<file path="src/sv/ssm_pkg.sv">
// Shared constants, opcodes and types of the substring search matcher.
package ssm_pkg;

    localparam int PAT_MAX   = 16;
    localparam int PAT_LEN_W = $clog2(PAT_MAX + 1);
    localparam int COUNT_W   = 16;
    localparam logic [COUNT_W-1:0] TEXT_MAX = 16'hFFFF;

    typedef enum logic [1:0] {
        OP_PAT_BYTE   = 2'd0,
        OP_PAT_EMPTY  = 2'd1,
        OP_TEXT_BYTE  = 2'd2,
        OP_TEXT_EMPTY = 2'd3
    } opcode_t;

    typedef logic [PAT_MAX-1:0][7:0] byte_vec_t;

    typedef struct packed {
        opcode_t    op;
        logic [7:0] data;
        logic       last;
        logic       anchored;
    } item_t;

    typedef struct packed {
        logic               found;
        logic [COUNT_W-1:0] offset;
        logic [COUNT_W-1:0] length;
        logic               overflow;
    } result_t;

endpackage

</file>
<file path="src/sv/substring_search_matcher.sv">
// Top level of the substring search matcher: input word register, core, result register.
//
// Usage. Words arrive on the input channel (in_valid, in_stall) with an opcode:
// pattern byte, empty pattern, text byte or empty text. A pattern is loaded one
// byte per word, newest last, and ends with is_last or with the first text word.
// Text then streams one byte per word; the last text byte (is_last) or an empty
// text word produces exactly one result word on the output channel (out_valid,
// out_stall): found, match_offset, text_length and overflow. anchored is only
// looked at on the word that ends a text.
// out_valid rises once the ending word has been accepted and passed through the input
// register: the word waits there while the window is compared, and the result register
// takes the outcome when the word leaves the input register.
// Throughput is one word per cycle while no word that ends a text waits on a held result;
// the compare of all sixteen window bytes is done in parallel, between the two registers.
// When the receiver stalls with a result held, the block still accepts and
// processes words that produce no result; a word that ends a text waits in the
// input register, and in_stall rises, until the held result has been taken.
// Reset clears the pattern length, the text state and both valid flags; the
// block accepts words straight after reset is released.
module substring_search_matcher (
    input  logic        clk,
    input  logic        rst_n,
    input  logic        in_valid,
    output logic        in_stall,
    input  logic [1:0]  opcode,
    input  logic [7:0]  data_byte,
    input  logic        is_last,
    input  logic        anchored,
    output logic        out_valid,
    input  logic        out_stall,
    output logic        found,
    output logic [15:0] match_offset,
    output logic [15:0] text_length,
    output logic        overflow
);
    import ssm_pkg::*;

    logic                 in_valid_reg;
    item_t                item_reg;
    logic                 emits;
    logic                 out_free;
    logic                 fire;
    byte_vec_t            pat;
    logic [PAT_LEN_W-1:0] pat_len;
    result_t              res;
    logic                 out_valid_reg;
    logic                 out_valid_next;
    result_t              res_reg;

    // Only the word that ends a text needs the result register to be free.
    assign emits    = (item_reg.op == OP_TEXT_EMPTY) ||
                      ((item_reg.op == OP_TEXT_BYTE) && item_reg.last);
    assign out_free = !out_valid_reg || !out_stall;
    assign fire     = in_valid_reg && (!emits || out_free);
    assign in_stall = in_valid_reg && !fire;

    always_ff @(posedge clk or negedge rst_n)
    begin
        if (!rst_n)
        begin
            in_valid_reg <= 1'b0;
        end
        else if (!in_stall)
        begin
            in_valid_reg <= in_valid;
        end
    end

    always_ff @(posedge clk)
    begin
        if (in_valid && !in_stall)
        begin
            item_reg.op       <= opcode_t'(opcode);
            item_reg.data     <= data_byte;
            item_reg.last     <= is_last;
            item_reg.anchored <= anchored;
        end
    end

    ssm_pattern u_pattern (
        .clk     (clk),
        .rst_n   (rst_n),
        .fire    (fire),
        .item    (item_reg),
        .pat     (pat),
        .pat_len (pat_len)
    );

    ssm_text u_text (
        .clk     (clk),
        .rst_n   (rst_n),
        .fire    (fire),
        .item    (item_reg),
        .pat     (pat),
        .pat_len (pat_len),
        .result  (res)
    );

    always_comb
    begin
        out_valid_next = out_valid_reg;
        if (fire && emits)
        begin
            out_valid_next = 1'b1;
        end
        else if (!out_stall)
        begin
            out_valid_next = 1'b0;
        end
    end

    always_ff @(posedge clk or negedge rst_n)
    begin
        if (!rst_n)
        begin
            out_valid_reg <= 1'b0;
        end
        else
        begin
            out_valid_reg <= out_valid_next;
        end
    end

    always_ff @(posedge clk)
    begin
        if (fire && emits)
        begin
            res_reg <= res;
        end
    end

    assign out_valid    = out_valid_reg;
    assign found        = res_reg.found;
    assign match_offset = res_reg.offset;
    assign text_length  = res_reg.length;
    assign overflow     = res_reg.overflow;

endmodule

</file>
<file path="src/sv/ssm_pattern.sv">
// Pattern store: holds the seek pattern newest byte first, with its length.
module ssm_pattern (
    input  logic                       clk,
    input  logic                       rst_n,
    input  logic                       fire,
    input  ssm_pkg::item_t             item,
    output ssm_pkg::byte_vec_t         pat,
    output logic [ssm_pkg::PAT_LEN_W-1:0] pat_len
);
    import ssm_pkg::*;

    byte_vec_t            pat_reg;
    byte_vec_t            pat_next;
    logic [PAT_LEN_W-1:0] len_reg;
    logic [PAT_LEN_W-1:0] len_next;
    logic [PAT_LEN_W-1:0] len_base;
    logic                 loading_reg;
    logic                 loading_next;

    // Shifting each byte in at position 0 puts pattern byte len-1-k at
    // position k, which lines it up with the text window.
    always_comb
    begin
        pat_next     = pat_reg;
        len_next     = len_reg;
        loading_next = loading_reg;
        len_base     = loading_reg ? len_reg : '0;
        if (fire)
        begin
            case (item.op)
                OP_PAT_BYTE:
                begin
                    len_next = len_base;
                    if (len_base < PAT_LEN_W'(PAT_MAX))
                    begin
                        pat_next = {pat_reg[PAT_MAX-2:0], item.data};
                        len_next = len_base + 1'b1;
                    end
                    loading_next = !item.last;
                end
                OP_PAT_EMPTY:
                begin
                    len_next     = '0;
                    loading_next = 1'b0;
                end
                default:
                begin
                    loading_next = 1'b0;
                end
            endcase
        end
    end

    always_ff @(posedge clk)
    begin
        pat_reg <= pat_next;
    end

    always_ff @(posedge clk or negedge rst_n)
    begin
        if (!rst_n)
        begin
            len_reg     <= '0;
            loading_reg <= 1'b0;
        end
        else
        begin
            len_reg     <= len_next;
            loading_reg <= loading_next;
        end
    end

    assign pat     = pat_reg;
    assign pat_len = len_reg;

endmodule

</file>
<file path="src/sv/ssm_text.sv">
// Text window, byte count and parallel window compare against the pattern.
module ssm_text (
    input  logic                          clk,
    input  logic                          rst_n,
    input  logic                          fire,
    input  ssm_pkg::item_t                item,
    input  ssm_pkg::byte_vec_t            pat,
    input  logic [ssm_pkg::PAT_LEN_W-1:0] pat_len,
    output ssm_pkg::result_t              result
);
    import ssm_pkg::*;

    byte_vec_t          win_reg;
    byte_vec_t          win_next;
    logic [COUNT_W-1:0] count_reg;
    logic [COUNT_W-1:0] count_next;
    logic [COUNT_W-1:0] count_inc;
    logic               found_reg;
    logic               found_next;
    logic [COUNT_W-1:0] pos_reg;
    logic [COUNT_W-1:0] pos_next;
    logic               ovf_reg;
    logic               ovf_next;
    byte_vec_t          win_cur;
    logic [COUNT_W-1:0] count_cur;
    logic               found_cur;
    logic [COUNT_W-1:0] pos_cur;
    logic               ovf_cur;
    logic               window_eq;
    logic               rep_found;
    logic [COUNT_W-1:0] rep_pos;

    assign win_cur   = {win_reg[PAT_MAX-2:0], item.data};
    assign count_inc = count_reg + 1'b1;

    always_comb
    begin
        window_eq = 1'b1;
        for (int k = 0; k < PAT_MAX; k++)
        begin
            if ((PAT_LEN_W'(k) < pat_len) && (win_cur[k] != pat[k]))
            begin
                window_eq = 1'b0;
            end
        end
    end

    always_comb
    begin
        count_cur = count_reg;
        found_cur = found_reg;
        pos_cur   = pos_reg;
        ovf_cur   = ovf_reg;
        if (count_reg == TEXT_MAX)
        begin
            ovf_cur = 1'b1;
        end
        else
        begin
            count_cur = count_inc;
            if (!found_reg && (pat_len != '0) && (count_inc >= COUNT_W'(pat_len))
                && window_eq)
            begin
                found_cur = 1'b1;
                pos_cur   = count_inc - COUNT_W'(pat_len);
            end
        end
    end

    always_comb
    begin
        win_next   = win_reg;
        count_next = count_reg;
        found_next = found_reg;
        pos_next   = pos_reg;
        ovf_next   = ovf_reg;
        rep_found  = 1'b0;
        rep_pos    = '0;
        result     = '0;
        if (item.op == OP_TEXT_BYTE)
        begin
            rep_found = found_cur;
            rep_pos   = pos_cur;
            result.length   = count_cur;
            result.overflow = ovf_cur;
        end
        if (pat_len == '0)
        begin
            rep_found = 1'b1;
            rep_pos   = '0;
        end
        if (item.anchored && (rep_pos != '0))
        begin
            rep_found = 1'b0;
        end
        result.found  = rep_found;
        result.offset = rep_found ? rep_pos : '0;
        if (fire)
        begin
            if ((item.op == OP_TEXT_BYTE) && !item.last)
            begin
                win_next   = win_cur;
                count_next = count_cur;
                found_next = found_cur;
                pos_next   = pos_cur;
                ovf_next   = ovf_cur;
            end
            else
            begin
                // Pattern items, empty text and the end of a text all clear.
                win_next   = '0;
                count_next = '0;
                found_next = 1'b0;
                pos_next   = '0;
                ovf_next   = 1'b0;
            end
        end
    end

    always_ff @(posedge clk or negedge rst_n)
    begin
        if (!rst_n)
        begin
            win_reg   <= '0;
            count_reg <= '0;
            found_reg <= 1'b0;
            pos_reg   <= '0;
            ovf_reg   <= 1'b0;
        end
        else
        begin
            win_reg   <= win_next;
            count_reg <= count_next;
            found_reg <= found_next;
            pos_reg   <= pos_next;
            ovf_reg   <= ovf_next;
        end
    end

endmodule

</file>
<file path="config.mk">
export PLATFORM = sky130hd
export DESIGN_NAME = substring_search_matcher
export DESIGN_NICKNAME = d
export VERILOG_FILES = /design/src/sv/ssm_pkg.sv /design/src/sv/substring_search_matcher.sv /design/src/sv/ssm_pattern.sv /design/src/sv/ssm_text.sv
export SDC_FILE = /design/constraint.sdc
export NUM_CORES = 1
export LEC_CHECK = 0
export ABC_CLOCK_PERIOD_IN_PS = 5000
export BUFFER_PORTS_ARGS = -buffer_cell sky130_fd_sc_hd__buf_4
export CAP_MARGIN = 10
export CELL_PAD_IN_SITES_DETAIL_PLACEMENT = 0
export CELL_PAD_IN_SITES_GLOBAL_PLACEMENT = 1
export CORE_UTILIZATION = 45
export CTS_CLUSTER_DIAMETER = 150
export DETAILED_ROUTE_END_ITERATION = 16
export PLACE_DENSITY = 0.71
export SLEW_MARGIN = 10
export SYNTH_ARGS = -nofsm -noshare
export SYNTH_HDL_FRONTEND = slang
export SYNTH_SLANG_ARGS = --single-unit
</file>
<file path="constraint.sdc">
create_clock -name clk -period 5 [get_ports clk]
set_input_delay 0.25 -clock clk [delete_from_list [all_inputs] [get_ports clk]]
set_output_delay 0.25 -clock clk [all_outputs]
set_load 0.01 [all_outputs]
</file>
==> impl_results.md <==
* Tmin final at 4380 ps
* GRT Total Usage at between 15 and 20%
* Clock Sinks at 336
* Clk slew on worst S/H paths at 60 ps
* NumNets Final at 1,147
* XOR/XNOR share of the synthesized area at 9.34%
* Synth Flop Type: edfxtp_1
* Final period util at 87.6%
* Initial drt markers at 576
* CP Capture Type: flop
* R2R Path End: match_offset[1]$_SDFFCE_PN0P_
* Synth area leader: edfxtp_1
* Grt met1 use at 28.8%
* Post-synthesis mux area share at 1.60%
* Final Slew Violations at 0
* CP max-delay cell: dfrtp_1
* Commonest non-fill, non-tap cell in the layout: edfxtp_1
* Ys Warns at 0
* Vias at 8,659
* CP max FO at 18
* First-pass GRT wire length at around 50,000 microns
* Sequential share of the synthesized area at 64.7%
* Max_cap viols at 0
* Vias in the first global route at 8,720
* Synth Cell Area at 14,300 sq um
* Class of the worst hold path: in -> async
* Pin count of the biggest net entering global routing at 125
* Syn Nets at 1,078
* Endpoints failing hold at 0
* Flop and latch count out of synthesis at 336
* Setup TNS at 0 ps
* Simple-gate area share of the yosys netlist at 8.07%
* Asr flop ratio synth at 48.2%
* Setup Skew at 17.7 ps
* WL/cell at 19.8 microns
* Starting Density at 45.6%
* Core area at around 31,000 sq um
* Buffer and inverter count on the worst path at 4
* GRT met2 Usage at 29.5%
* Router iterations before antenna repair at 5
* # diodes at 0
* # H-tree levels at 2
* CP Launch Type: flop
* Width of the die at ~180 microns
* Row count at 65
* Critical Path Most Common Cell: buf_4
* CTS tree: built
* Final GP Congestion at 0.855
* Setup crit end: match_offset[1]$_SDFFCE_PN0P_
* Fill cells at 2,641
* CTS Buf Count at 35
* Worst Path Required at 5310 ps
* Worst-Skew Late Latency at 520 ps
* Final WL at 30,800 microns
* Antenna violations before repair at 0
* GR peak layer: met2
* Die area at 32,600 sq um
* P&R area growth vs syn at 14.8%
* Syn Area/Cell at around 14 sq um
* Max FFs per register at 128
* CTS Root Cell: clkbuf_16
* Netlist cell types at 69
* Share of cells above drive strength 1 at approximately an eighth
* Met3 usage at roughly 3%
* Setup Viol. Count Final at 0
* Max clock buf depth at 3
* Io pins at 52
* Status: complete, no violations
* Fmax at roughly 0.23 GHz
* Rel. slew slack at 25.3%
* Remaining DRCs at 0
* Max incr delay on CP at 490 ps
* DP Wirelength at 20,100 microns
* Vias per cell at 5.58
* Setup slack, reg-to-reg at 620 ps
* Number of flops mapped to enable cells by yosys at 174
* Routed Antenna Nets at 0
* CP Class: reg -> reg
* FF-to-FF Start: u_text.count_reg[0]$_DFFE_PN0P_
* CP Cell Sequence: ha_1 -> nand3_1 -> xor2_1 -> inv_1 -> ha_1 -> o21a_1 -> o31a_1 -> nor2_1 -> o211ai_1 -> nor4b_1 -> buf_4 -> nor4b_4 -> buf_4 -> mux2i_1 -> a211oi_2 -> buf_4 -> a2111oi_2
* R2R cell count at 17
* Crit path max-delay family: compound AO/OA/AOI/OAI gates
* Synth top area share at 36.4%
* Highest-count cells in the layout ignoring fill and taps: edfxtp_1 (174), dfrtp_1 (162), a22o_1 (132)
* Port bufs at just over 50
* Pwr/cell area at about 360 nW/um^2
* Max IR drop VDD at 0.334 mV
* Adder-Cell Fraction of Synth Area at 0.750%
* Unrepaired setup endpoints after global routing: no
* Placed Area at 15,200 sq um
* Finished Cell Area at 16,500 sq um
* Main combinational cell family by area after synthesis: compound AO/OA/AOI/OAI gates
* Synth Area in Compound Gates at 13.6%
* Die Y at around 180 microns
* Crit path from: u_text.count_reg[0]$_DFFE_PN0P_
* Worst EP arrival at between 4000 and 5000 ps
* Worst slew pin tran at about 1100 ps
* Critical path depth in cells at 17
* Synthesized instance count at between 1,000 and 1,500
* GRT overflow at 0
* Dominant cells by area after synthesis: edfxtp_1 (36%), dfrtp_1 (28%), a22o_1 (8.1%)
* Leakage at between 0.006 and 0.007 uW
-- power by group --
part	total, uW	switching [uW]	internal [uW]
registers	3020	41.9	2980
logic	387	254	133
clock network	2550	1050	1510
-- layout make-up --
type	instances	area, sq um	area share (%)
clock inverter	14	136	0.828
timing repair buffer	81	662	4.02
multi-input combinational	648	4820	29.2
clock buffer	49	1000	6.07
sequential	336	9280	56.3
tap	402	503	3.05
inverter	21	78.8	0.478
-- through the flow --
stage	hold WS [ps]	power, uW	utilization (%)	cells	setup WS, ps
floorplan	-45.6	3300	-	1054	671
global placement	278	3450	48.3	1473	857
detailed placement	273	3450	48.3	1473	699
CTS	304	6030	52.3	1551	652
global route	329	6160	52.3	1551	300
finish	286	5960	52.3	1551	618
-- synthesized netlist by cell type, types with 8 or more instances --
master,number
edfxtp_1,174
dfrtp_1,162
a22o_1,132
xor2_1,124
nand2_1,48
a21oi_1,39
nor4_1,34
o21ai_0,34
nor2_1,32
clkbuf_1,31
xnor2_1,29
inv_1,20
mux2i_1,17
nor3_1,15
nand4_1,14
a21o_1,11
nand3_1,10
buf_1,8
-- kinds of logic after synthesis --
| kind of cell | after synthesis |
|---|---|
| and+or+nand+nor | 209 |
| muxes | 22 |
| DFF | 336 |
| buffers and inverters | 70 |
| xor gates and xnor gates | 153 |
| AOI/OAI and AO/OA | 256 |
| adders and majority gates | 8 |
-- metal layers --
layer	vias to the layer above	wire, microns
li1	4109	-
met1	4317	15000
met2	184	13800
met3	49	1250
met4	0	696
met5	-	0
-- what timing repair did --
action / CTS / global route
resized for setup: 0 / 0
setup buffers: 0 / 0
hold endpoints to repair: 70 / 0
hold buffers: 15 / 0
-- how the worst min path moves through the flow --
stage	start	depth (start not counted)	end
6_report	rst_n	2	u_text.win_cur[118]$_DFFE_PN0P_
5_1_grt	rst_n	2	u_text.win_cur[117]$_DFFE_PN0P_
4_1_cts	rst_n	2	u_text.win_cur[109]$_DFFE_PN0P_
3_5_place_dp	rst_n	1	u_text.win_cur[118]$_DFFE_PN0P_
3_3_place_gp	rst_n	1	u_text.win_cur[118]$_DFFE_PN0P_
2_1_floorplan	rst_n	0	in_valid_reg$_DFFE_PN0N_
-- worst reg2reg max path: stages (launching register included) --
cell       delay [ps]
dfrtp_1           490
ha_1              360
nand3_1           150
xor2_1            300
inv_1              80
ha_1              330
o21a_1            130
o31a_1            190
nor2_1             80
o211ai_1          130
nor4b_1           110
buf_4             160
nor4b_4           390
buf_4             370
mux2i_1           260
a211oi_2           80
buf_4             240
a2111oi_2         330
No activity file was read; power rests on OpenSTA's default activity.
